$ cat src/rtl/core/htsc_pkg.sv
package htsc_pkg;

    localparam int SAMPLE_W = 15;
    localparam int LEVEL_W  = 23;
    localparam int TIME_W   = 32;
    localparam int SQ_W     = 2 * LEVEL_W;

    localparam logic [LEVEL_W-1:0] RESET_LEVEL = 23'd1638400;
    localparam logic [LEVEL_W-1:0] PEAK_MULT   = 23'd160;
    localparam int MIN_PEAKS  = 4;
    localparam int MIN_GOOD   = 3;
    localparam int DRIFT_DIV  = 20;
    localparam int DRIFT_KEEP = 19;
    localparam int DRIFT_RND  = 10;

    localparam logic [1:0] REG_THRESHOLD = 2'd0;
    localparam logic [1:0] REG_GAP_MIN   = 2'd1;
    localparam logic [1:0] REG_GAP_MAX   = 2'd2;
    localparam logic [1:0] REG_DRIFT     = 2'd3;

    typedef struct packed {
        logic [22:0] sound_threshold;
        logic [15:0] gap_min_ms;
        logic [15:0] gap_max_ms;
        logic [19:0] force_drift_ms;
    } cfg_t;

    typedef enum logic [3:0] {
        ST_IDLE,
        ST_EVAL,
        ST_SQ,
        ST_ACC,
        ST_RH_INIT,
        ST_RH_RD,
        ST_RH_CMP,
        ST_EN_SQ,
        ST_EN_DEC,
        ST_Q_RD,
        ST_LV_UPD,
        ST_DIV,
        ST_NEXT,
        ST_OUT
    } state_t;

    typedef struct packed {
        logic load_in;
        logic eval;
        logic sq_dev;
        logic acc;
        logic rh_init;
        logic rh_cmp;
        logic sq_lvl;
        logic decide;
        logic lv_upd;
        logic lv_write;
        logic out_load;
        logic ch;
    } cmd_t;

    typedef struct packed {
        logic win_end;
        logic rh_short;
        logic rh_last;
        logic need_div;
        logic div_done;
        logic out_free;
    } stat_t;

endpackage

$ cat src/rtl/core/htsc_ctrl.sv
module htsc_ctrl
    import htsc_pkg::*;
(
    input  logic  clk,
    input  logic  rst_n,
    input  logic  in_valid,
    output logic  in_ready,
    input  stat_t stat,
    output cmd_t  cmd
);

    state_t state_reg, state_next;
    logic   ch_reg, ch_next;

    always_ff @(posedge clk or negedge rst_n)
    begin
        if (!rst_n)
        begin
            state_reg <= ST_IDLE;
            ch_reg    <= 1'b0;
        end
        else
        begin
            state_reg <= state_next;
            ch_reg    <= ch_next;
        end
    end

    always_comb
    begin
        state_next = state_reg;
        ch_next    = ch_reg;
        cmd        = '0;
        cmd.ch     = ch_reg;
        in_ready   = 1'b0;
        case (state_reg)
            ST_IDLE:
            begin
                in_ready = 1'b1;
                if (in_valid)
                begin
                    cmd.load_in = 1'b1;
                    ch_next     = 1'b0;
                    state_next  = ST_EVAL;
                end
            end
            ST_EVAL:
            begin
                cmd.eval   = 1'b1;
                state_next = ST_SQ;
            end
            ST_SQ:
            begin
                cmd.sq_dev = 1'b1;
                state_next = ST_ACC;
            end
            ST_ACC:
            begin
                cmd.acc    = 1'b1;
                state_next = stat.win_end ? ST_RH_INIT : ST_Q_RD;
            end
            ST_RH_INIT:
            begin
                cmd.rh_init = 1'b1;
                state_next  = stat.rh_short ? ST_EN_SQ : ST_RH_RD;
            end
            ST_RH_RD:
            begin
                state_next = ST_RH_CMP;
            end
            ST_RH_CMP:
            begin
                cmd.rh_cmp = 1'b1;
                state_next = stat.rh_last ? ST_EN_SQ : ST_RH_RD;
            end
            ST_EN_SQ:
            begin
                cmd.sq_lvl = 1'b1;
                state_next = ST_EN_DEC;
            end
            ST_EN_DEC:
            begin
                cmd.decide = 1'b1;
                state_next = ST_Q_RD;
            end
            ST_Q_RD:
            begin
                state_next = ST_LV_UPD;
            end
            ST_LV_UPD:
            begin
                cmd.lv_upd = 1'b1;
                state_next = stat.need_div ? ST_DIV : ST_NEXT;
            end
            ST_DIV:
            begin
                if (stat.div_done)
                begin
                    cmd.lv_write = 1'b1;
                    state_next   = ST_NEXT;
                end
            end
            ST_NEXT:
            begin
                if (ch_reg)
                    state_next = ST_OUT;
                else
                begin
                    ch_next    = 1'b1;
                    state_next = ST_EVAL;
                end
            end
            ST_OUT:
            begin
                if (stat.out_free)
                begin
                    cmd.out_load = 1'b1;
                    state_next   = ST_IDLE;
                end
            end
            default:
            begin
                state_next = ST_IDLE;
            end
        endcase
    end

endmodule

$ cat config.mk
export PLATFORM = sky130hd
export DESIGN_NAME = htsc_ctrl
export DESIGN_NICKNAME = d
export VERILOG_FILES = /design/src/rtl/core/htsc_pkg.sv /design/src/rtl/core/htsc_ctrl.sv
export SDC_FILE = /design/constraint.sdc
export NUM_CORES = 1
export LEC_CHECK = 0
export BUFFER_PORTS_ARGS = -buffer_cell sky130_fd_sc_hd__buf_2
export CORE_AREA = 3 3 40 42
export CTS_CLUSTER_DIAMETER = 40
export DETAILED_ROUTE_END_ITERATION = 6
export DIE_AREA = 0 0 43 45
export GPL_TIMING_DRIVEN = 0
export PLACE_DENSITY = 0.66
export SYNTH_ARGS = -nofsm -noshare
export SYNTH_HDL_FRONTEND = slang
export SYNTH_SLANG_ARGS = --single-unit
$ cat constraint.sdc
create_clock -name clk -period 3.25 [get_ports clk]
set_input_delay 0.1625 -clock clk [delete_from_list [all_inputs] [get_ports clk]]
set_output_delay 0.1625 -clock clk [all_outputs]
set_load 0.01 [all_outputs]
Yosys cells after proc, flatten, opt, wreduce, memory -nomap -nowiden --
Index checks and enable logic that the tools add are counted.
Word-level totals: register bits after elaboration 5, bits of input ports 9, output and inout port bits 13, word-level logic and storage cells 48
Operators by class: eq/ne operators 16, muxes and demuxes 26, reductions and logical operators 4
Operators by type and width (number):
- 4-bit one-hot mux with 14 select lines | 1
- 4-bit equality test (second input constant) | 6
- 4-bit two-way mux | 5
- 4-bit by 3-bit equality test with 1-bit output (second input constant) | 4
- 1-bit two-way mux | 16
- 4-bit by 2-bit equality test with 1-bit output (second input constant) | 2
- 2-bit != test (second input constant) | 3
- 4-bit by 1-bit equality test with 1-bit output (second input constant) | 1
- 4-bit logical NOT | 1
- 2-bit two-way mux | 2
- 3-bit two-way mux | 1
- 3-bit AND reduction | 1
- 1-bit one-hot mux with 2 select lines | 1
- 2-bit AND reduction | 1
- 2-bit nonzero test | 1

Longest topological paths before layout --
Gate-level depths: netlist of the first run.
word-level depth 3, mapped depth 5, mapped depth without buffers 4

Least setup slack after synthesis of the first run --
OpenSTA, ideal clock, no wires.
kind register to register, start register state_reg[1], end register state_reg[2], setup time 0.129 ns, arrival 1.056 ns, data required time 3.121 ns, path slack 2.065 ns, stages on the path, launching flop included 5, path buffers 0, period minus slack after synthesis 1.185 ns, cell sequence dfrtp_1 or2b_4 o22ai_1 and3_1 o32ai_2
Between the ends: word-level cells in the longest chain between the ends 3, elaborated cells between the ends (all ways) 19, those cells by class eq/ne: 16; mux: 1; reduce/logical: 2
RTL lines:
- start, declared | RTL line htsc_ctrl.sv:12 | state_t state_reg, state_next;
- start signal, assigned | RTL line htsc_ctrl.sv:24 | state_reg <= state_next;
- 4-bit equality test or 4-bit logical NOT (tied branches) | RTL line htsc_ctrl.sv:36 | case (state_reg)
- 2-bit != test (no line)
- 3-bit AND reduction (no line)
Several ways; a longest one is shown, not always the timed one. A chain may end at the register's enable or synchronous reset.

==> results of run 1 <==
==> what timing repair did <==
action,CTS,global route
hold buffers,1,0
endpoints found under the hold margin,5,0
setup buffers,0,0
==> per-layer routing <==
layer | up-vias | wire, um
met5 | - | 0
met4 | 0 | 0
met3 | 0 | 55
met2 | 14 | 693
met1 | 282 | 599
li1 | 299 | -
==> worst max path at each step <==
stage	slack (ps)	end	cells after the start
6_report	1660	cmd[11]	5
3_5_place_dp	1900	state_reg[0]$_DFFE_PN0P_	4
2_1_floorplan	2060	state_reg[2]$_DFFE_PN0P_	4
5_1_grt	1530	cmd[11]	5
3_3_place_gp	1850	state_reg[0]$_DFFE_PN0P_	4
4_1_cts	1670	cmd[11]	5
==> logic make-up (layout without fill, tap and decap cells) <==
group,Yosys count,after routing
compound gates,19,19
simple gates,31,31
flops,5,5
buf+inv,15,41
==> final cells by class <==
class	count	area (um2)
fill	131	617
multi-input combinational	50	297
sequential	5	125
timing repair buffer	22	115
buffer	6	52.6
inverter	9	33.8
clock buffer	4	26.3
tap	15	18.8
==> worst max-delay path: stages, from the launching register on <==
cell     delay [ps]
dfrtp_1         420
nor2_1          300
nand3_1         150
inv_1            80
and2_1          110
buf_2           120
==> cell usage after synthesis <==
master | count | area share (%)
inv_1 | 9 | 6.6
nand2_1 | 6 | 4.4
o32ai_2 | 1 | 3.2
a311oi_1 | 1 | 1.7
nand2b_1 | 2 | 2.5
and3_1 | 1 | 1.2
or2b_4 | 1 | 2.2
a31oi_1 | 1 | 1.2
dfrtp_1 | 5 | 25
o221ai_2 | 1 | 3.0
and2_1 | 1 | 1.2
nor3_1 | 6 | 5.9
nor4_1 | 1 | 1.2
or2b_1 | 1 | 1.5
a21o_1 | 1 | 1.5
buf_6 | 1 | 2.2
nor2_1 | 8 | 5.9
a32oi_1 | 1 | 1.7
o32a_1 | 1 | 2.0
nand3_1 | 4 | 3.9
clkbuf_8 | 1 | 2.7
a21oi_1 | 4 | 3.9
buf_4 | 3 | 4.4
o21ai_0 | 3 | 3.0
a22o_1 | 1 | 1.7
a2bb2oi_1 | 1 | 1.7
o22ai_1 | 3 | 3.7
buf_2 | 1 | 0.98
==> metrics by stage <==
| stage | util [%] | std cells | worst slack, ps |
|---|---|---|---|
| 5_1_grt | 52.0 | 111 | 1530 |
| 6_report | 52.0 | 111 | 1660 |
| 2_1_floorplan | - | 70 | 2060 |
| 3_3_place_gp | 49.2 | 106 | 1850 |
| 3_5_place_dp | 49.2 | 106 | 1900 |
| 4_1_cts | 52.0 | 111 | 1670 |
==> report_power, final <==
group | leakage, nW | switching [mW] | internal [mW] | total [mW]
logic | 0.279 | 0.250 | 0.186 | 0.436
registers | 0.0622 | 0.0247 | 0.0909 | 0.116
clock network | 0.0150 | 0.0249 | 0.0464 | 0.0712
==> flow_summary.json, run 1 <==
{
  "synth_nets": 79,
  "die_y_um": 45,
  "cts_resized": 0,
  "drcViolationCount": 0,
  "hold_depth": 2,
  "synthCells": 70,
  "powerDensity_nw_per_um2": 931,
  "layout_commonest_cell": "buf_2",
  "routabilityCongestion": 0.822,
  "ys_seq_elements": 5,
  "slew-limit-headroom_pct": 77.7,
  "grtUsageMet1_pct": 22.2,
  "cts.sink_count": 5,
  "chipWidth_um": 43,
  "syn-cell-area_um2": 508,
  "fin_nets": 106,
  "use_met3_pct": 5.98,
  "arrival_ps": 1430,
  "period_needed_ps": 1590,
  "grt_max_degree": 11,
  "worstPathMaxFanout": 5,
  "cts_buffers": 3,
  "grt_pass1_wl_mm": 2.35,
  "clock_latency_ps": 240,
  "cts.path.max_buffers": 2,
  "cellLeakagePower_nw": 0.356,
  "overflow": 0,
  "routedWlPerCell_um": 12.1,
  "crit_path_start_kind": "register",
  "grt_usage_pct": 16.4,
  "run_status": "completed",
  "final_cell_mix": "buf_2 (22), inv_1 (9), nor2_1 (8)",
  "r2r_slack_ps": 1880,
  "largest_register_ffs": 4,
  "drive_gt1_share_pct": 34.4,
  "synth_cell_type_count": 28,
  "synth_top_family_by_area": "simple AND/OR/NAND/NOR gates",
  "die_area_um2": 1940,
  "worstPathRequired_ps": 3090,
  "yosys.area_share.simple_pct": 30.0,
  "first_global_vias": 540,
  "finalCritPeriodShare_pct": 49.0,
  "min_to": "state_reg[2]$_DFFE_PN0P_",
  "htree_num_levels": 1,
  "max_freq_mhz": 628,
  "hold_viol": 0,
  "setup_viol": 0,
  "min-delay-start": "stat[0]",
  "grt_use_met2_pct": 25.1,
  "cap_violations": 0,
  "startpoint": "state_reg[1]$_DFFE_PN0P_",
  "drv_slew": 0,
  "stdcell_area_um2": 668,
  "cts_root_buf": "clkbuf_4",
  "crit_path_end_kind": "primary output",
  "syn_avg_cell_area_um2": 7.26,
  "vias": 595,
  "core.rowCount": 13,
  "insertedDiodeCount": 0,
  "synth-adder-area-share_pct": 0,
  "r2r-end": "state_reg[0]$_DFFE_PN0P_",
  "final_antenna_net_count": 0,
  "dpl_cell_area_um2": 632,
  "drt_iter0_markers": 12,
  "synth_xor_area_share_pct": 0,
  "drtPass1Iterations": 4,
  "rr_startpoint": "state_reg[1]$_DFFE_PN0P_",
  "grt_antenna_before_repair": 0,
  "clk_pin_slew_ps": 40,
  "synth_compound_area_share_pct": 28.3,
  "busiest_layer": "met2",
  "routed_wl_mm": 1.35,
  "hpwl_mm": 1.04,
  "critical_path_class": "reg2out",
  "core_area_um2": 1280,
  "r2r_cells": 4,
  "cts_tree": "done",
  "via_per_inst": 5.36,
  "pin_count": 22,
  "finClkSkew_ps": 2.84,
  "holdCritPathClass": "in2reg",
  "setup_tns_ps": 0,
  "worst_pin_slew_ps": 333,
  "holdWs_ps": 139,
  "ir_drop_mv": 0.437,
  "ys_warn_count": 0,
  "rsz0062_at_grt": "false",
  "initial_utilization_pct": 39.5,
  "synthMuxAreaShare_pct": 0,
  "fin_total_pwr_mw": 0.622,
  "io_buffers": 21,
  "synth-seq-area-share_pct": 24.6,
  "area_growth_pct": 31.5
}
(Power assumes the default switching activity.)
==> inputs of run 2 (changes only) <==
==> constraint.sdc (replaced) <==
create_clock -name clk -period 1.5 [get_ports clk]
set_input_delay 0.075 -clock clk [delete_from_list [all_inputs] [get_ports clk]]
set_output_delay 0.075 -clock clk [all_outputs]
set_load 0.01 [all_outputs]
==> run 2 against run 1 <==
  * Critical path depth unchanged
  * Register-to-register slack worse by 1700 ps
  * Power rose by 130%
  * Cell count increased by 0.90%
  * Global-route usage stayed put
  * Utilization increased by 1.6 points
  * Via count grew 3.4%
  * Sequential cell count stayed put
  * Non-clock buffer count rose by 1
  * Clock skew barely moved
  * Final area is 3.0% higher
  * Critical path type unchanged
  * Highest routed layer unchanged
==> flow_summary.json, run 2 (synthesis results as in run 1) <==
{
  "routed_wl_mm": 1.39,
  "core_area_um2": 1280,
  "grt_usage_pct": 16.4,
  "cts.path.max_buffers": 2,
  "drt_iter0_markers": 6,
  "drv_slew": 0,
  "drtPass1Iterations": 4,
  "initial_utilization_pct": 39.5,
  "p_clk_share_pct": 10.9,
  "vias": 615,
  "final_antenna_net_count": 0,
  "layout_commonest_cell": "buf_2",
  "cts_buffers": 3,
  "area_growth_pct": 35.5,
  "drive_gt1_share_pct": 38.1,
  "cts.sink_count": 5,
  "cp_num_buf_inv": 2,
  "critical-path-top-delay-family": "flip-flops",
  "setup_viol": 0,
  "p_sw_share_pct": 48.0,
  "ir_drop_mv": 0.957,
  "finalCritPeriodShare_pct": 94.3,
  "fin_ws_ps": 85.9,
  "io_buffers": 21,
  "clk_pin_slew_ps": 40,
  "setup_tns_ps": 0,
  "slowest_stage": "dfrtp_1",
  "seqPwrFrac_pct": 18.7,
  "hpwl_mm": 1.04,
  "worstPathMaxFanout": 10,
  "cellLeakagePower_nw": 0.363,
  "fin_cells": 112,
  "core.rowCount": 13,
  "period_needed_ps": 1410,
  "slew-limit-headroom_pct": 80.4,
  "crit_path_max_incr_delay_ps": 450,
  "die_y_um": 45,
  "cts_root_buf": "clkbuf_4",
  "dp.cells": 106,
  "holdCritPathClass": "in2reg",
  "htree_num_levels": 1,
  "cts_tree": "done",
  "worstPathRequired_ps": 1420,
  "crit_path_end_kind": "primary output",
  "overflow": 0,
  "insertedDiodeCount": 0,
  "largest_register_ffs": 4,
  "grt_antenna_before_repair": 0,
  "drcViolationCount": 0,
  "grt_max_degree": 11,
  "fin_total_pwr_mw": 1.41,
  "cap_violations": 0,
  "crit_path_start_kind": "register",
  "chipWidth_um": 43,
  "routabilityCongestion": 0.822,
  "fin_nets": 107,
  "via_per_inst": 5.49,
  "final_cell_mix": "buf_2 (21), inv_1 (8), nor3_1 (6), nand2_1 (6), nor2_1 (6)",
  "die_area_um2": 1940,
  "finClkSkew_ps": 2.52,
  "pre_cts_ws_ps": 150,
  "clock_latency_ps": 240,
  "hold_viol": 0,
  "pin_count": 22,
  "max_freq_mhz": 707,
  "switchingPower_mw": 0.675,
  "first_global_vias": 540,
  "grt_pass1_wl_mm": 2.35,
  "powerDensity_nw_per_um2": 2040,
  "arrival_ps": 1340,
  "crit_chain": "buf_6, nor2_2, nand3_1, nor2_1, buf_2",
  "power.internal_mw": 0.730,
  "routedWlPerCell_um": 12.4,
  "critical_path_class": "reg2out",
  "p_comb_share_pct": 70.4,
  "run_status": "completed",
  "worst_pin_slew_ps": 292
}
## run 2: cell count changes in the layout (fill, tap and decap cells not counted)
| cell | before | now |
|---|---|---|
| buf_4 | 3 | 5 |
| nor2_1 | 8 | 6 |
| buf_2 | 22 | 21 |
| inv_1 | 9 | 8 |
| inv_2 | 0 | 1 |
| nor2_2 | 0 | 1 |
| nor2_4 | 0 | 1 |
## run 2: power groups by stage
stage / Clock [mW] / Combinational (mW) / Sequential [mW]
after CTS: 0.160 / 0.945 / 0.249
after global placement: 0 / 0.945 / 0.250
final: 0.153 / 0.989 / 0.263
after global routing: 0.171 / 1.11 / 0.267
after detailed placement: 0 / 0.939 / 0.250
after floorplan: 0 / 0.719 / 0.237
## run 2: stage by stage
| stage | utilization, % | instance area [um2] | hold WS [ps] |
|---|---|---|---|
| floorplan | - | 508 | -221 |
| global placement | 49.2 | 632 | -109 |
| detailed placement | 49.2 | 632 | -107 |
| CTS | 52.0 | 668 | 48.5 |
| global route | 53.6 | 688 | 65.4 |
| finish | 53.6 | 688 | 55.9 |
## run 2: layout make-up
type                            count  area (um2)
Sequential cell                     5         125
Fill cell                         127         597
Multi-Input combinational cell     50         307
Timing Repair Buffer               23         123
Inverter                            9        33.8
Tap cell                           15        18.8
Clock buffer                        4        26.3
Buffer                              6        55.1
## run 2: repair_timing
action,in CTS,in global routing
setup endpoints to repair,0,4
setup buffers,0,1
gates resized for setup,0,6
endpoints found under the hold margin,5,0
hold buffers,1,0
## run 2: path summary, 6_finish.rpt
kind / slack [ps] / endpoint / startpoint / cells past startpoint
max: 90 / cmd[1] / state_reg[1]$_DFFE_PN0P_ / 5
min: 60 / state_reg[2]$_DFFE_PN0P_ / stat[0] / 2
max reg2reg: 150 / state_reg[2]$_DFFE_PN0P_ / state_reg[2]$_DFFE_PN0P_ / 5
min reg2reg: 620 / ch_reg$_DFFE_PN0P_ / ch_reg$_DFFE_PN0P_ / 2
max in group asynchronous: 1190 / state_reg[3]$_DFFE_PN0P_ / rst_n / 2
min in group asynchronous: 180 / state_reg[2]$_DFFE_PN0P_ / rst_n / 2
## run 2: worst reg2reg max path: stages (launching register included)
cell and delay [ps]:
dfrtp_1 370, buf_4 140, or2b_4 210, o22ai_1 70, a311oi_1 330, o32ai_2 110
## run 2: layer usage
layer  global-route usage, %  vias up  wire length, um
met3                    5.98        0              106
met4                    3.61        0                0
li1                        -      301                -
met2                    25.1       25              701
met1                    22.2      289              584
met5                       0        -                0
==> inputs of run 3 (changes only) <==
--- a/config.mk
+++ b/config.mk
@@ -11,7 +11,7 @@
 export DETAILED_ROUTE_END_ITERATION = 6
 export DIE_AREA = 0 0 43 45
 export GPL_TIMING_DRIVEN = 0
-export PLACE_DENSITY = 0.66
+export PLACE_DENSITY_LB_ADDON = 0.08
 export SYNTH_ARGS = -nofsm -noshare
 export SYNTH_HDL_FRONTEND = slang
 export SYNTH_SLANG_ARGS = --single-unit
==> run 3 against run 2 <==
  * Fmax about the same
  * Clock-buffer cell count unchanged
  * Sequential cell count unchanged
  * Die area unchanged
  * Clock power increased by 5%
  * Sequential power increased by 3%
  * First-iteration DRC count increased to 3.0 times the previous value
  * Global-route usage decreased by 0.50 points
  * Clock skew increased by 3.0 ps
  * Critical path depth unchanged
  * Combinational power decreased by 2.0%
  * Critical endpoint unchanged
==> flow_summary.json, run 3 (synthesis results as in run 1) <==
{
  "die_area_um2": 1940,
  "largest_register_ffs": 4,
  "drv_slew": 0,
  "overflow": 0,
  "clock_latency_ps": 250,
  "crit_path_max_incr_delay_ps": 440,
  "ir_drop_mv": 0.808,
  "cap_violations": 0,
  "cts_tree": "done",
  "final_antenna_net_count": 0,
  "crit_path_start_kind": "register",
  "routabilityCongestion": 0.816,
  "grt_pass1_wl_mm": 2.25,
  "crit_chain": "buf_6, nor2_1, nand3_1, nor2_1, buf_2",
  "arrival_ps": 1340,
  "hold_viol": 0,
  "period_needed_ps": 1410,
  "area_growth_pct": 34.7,
  "finClkSkew_ps": 5.55,
  "grt_usage_pct": 15.9,
  "via_per_inst": 5.31,
  "die_y_um": 45,
  "routed_wl_mm": 1.35,
  "cts_buffers": 3,
  "cts.sink_count": 5,
  "rsz0062_at_grt": "false",
  "max_freq_mhz": 707,
  "io_buffers": 21,
  "holdCritPathClass": "in2reg",
  "fin_nets": 106,
  "slowest_stage": "dfrtp_2",
  "fillers": 140,
  "core_area_um2": 1280,
  "clk_pin_slew_ps": 40,
  "cts_setup_buffers": 0,
  "drtPass1Iterations": 4,
  "fin_total_pwr_mw": 1.40,
  "worstPathRequired_ps": 1420,
  "core.rowCount": 13,
  "cellLeakagePower_nw": 0.356,
  "fin_cells": 111,
  "chipWidth_um": 43,
  "initial_utilization_pct": 39.5,
  "htree_num_levels": 1,
  "run_status": "completed",
  "dp.cells": 106,
  "pin_count": 22,
  "holdWs_ps": 39.0,
  "drive_gt1_share_pct": 38.5,
  "cts_root_buf": "clkbuf_4",
  "drt_iter0_markers": 18,
  "setup_tns_ps": 0,
  "final_cell_mix": "buf_2 (21), inv_1 (8), nor2_1 (7)",
  "layout_commonest_cell": "buf_2",
  "hpwl_mm": 1.05,
  "vias": 589,
  "grt_max_degree": 11,
  "grt_antenna_before_repair": 0,
  "finalCritPeriodShare_pct": 94.3,
  "crit_path_end_kind": "primary output",
  "drcViolationCount": 0,
  "critical_path_class": "reg2out",
  "worstPathMaxFanout": 10,
  "first_global_vias": 524,
  "insertedDiodeCount": 0,
  "r2r_slack_ps": 180,
  "slew-limit-headroom_pct": 79.2,
  "routedWlPerCell_um": 12.2,
  "worst_pin_slew_ps": 311,
  "cpMostUsedCell": "nor2_1",
  "cts.path.max_buffers": 2,
  "setup_viol": 0,
  "powerDensity_nw_per_um2": 2040
}
[run 3: final timing paths]
check                                                 to                      from  depth (start not counted)
max in group asynchronous       state_reg[0]$_DFFE_PN0P_                     rst_n                          2
worst min-delay path            state_reg[2]$_DFFE_PN0P_                   stat[0]                          2
worst min register to register        ch_reg$_DFFE_PN0P_        ch_reg$_DFFE_PN0P_                          2
worst max-delay path                              cmd[1]  state_reg[1]$_DFFE_PN0P_                          5
worst max register to register  state_reg[2]$_DFFE_PN0P_  state_reg[0]$_DFFE_PN0P_                          5
min in group asynchronous       state_reg[2]$_DFFE_PN0P_                     rst_n                          2
[run 3: through the flow]
step	instance area [um2]	util (%)	setup slack (ps)
after global routing	684	53.3	11.2
final	684	53.3	86.1
after floorplan	508	-	315
after detailed placement	632	49.2	130
after global placement	632	49.2	126
after CTS	671	52.2	34.0
[run 3: area by class of cell]
cell class | instances | area, um2 | area share, %
multi-input cells | 50 | 304 | 44.4
flip-flops and latches | 5 | 128 | 18.6
repair buffers | 22 | 115 | 16.8
plain buffers | 6 | 58.8 | 8.59
inverters | 9 | 33.8 | 4.94
clock buffers | 4 | 26.3 | 3.84
well taps | 15 | 18.8 | 2.74
[run 3: routing by layer]
| metal | up-vias | wire length (um) | global-route usage [%] | part of all wire, % |
|---|---|---|---|---|
| met5 | - | 0 | 0 | 0 |
| met4 | 0 | 0 | 5.42 | 0 |
| met3 | 0 | 90 | 5.98 | 6.7 |
| met2 | 20 | 649 | 24.6 | 48 |
| met1 | 270 | 611 | 20.5 | 45 |
| li1 | 299 | - | - | - |
[run 3: what timing repair did]
action,4_1_cts,5_1_grt
cloned,0,0
endpoints found under the hold margin,5,0
endpoints found under the setup margin,1,3
resized for setup,1,6
pin swaps,0,0
hold buffers,1,0
[run 3: worst max-delay path: cells and delay by family (launching register included)]
family	cells	cell delay, ps
AND/OR/NAND/NOR	3	370
flip-flops	1	440
buffers and inverters	2	280
[run 3: power breakdown]
part | switching (mW) | internal, mW | leakage [nW]
combinational | 0.544 | 0.425 | 0.281
sequential | 0.0676 | 0.202 | 0.0601
clock | 0.0588 | 0.101 | 0.0150
total | 0.671 | 0.728 | 0.356
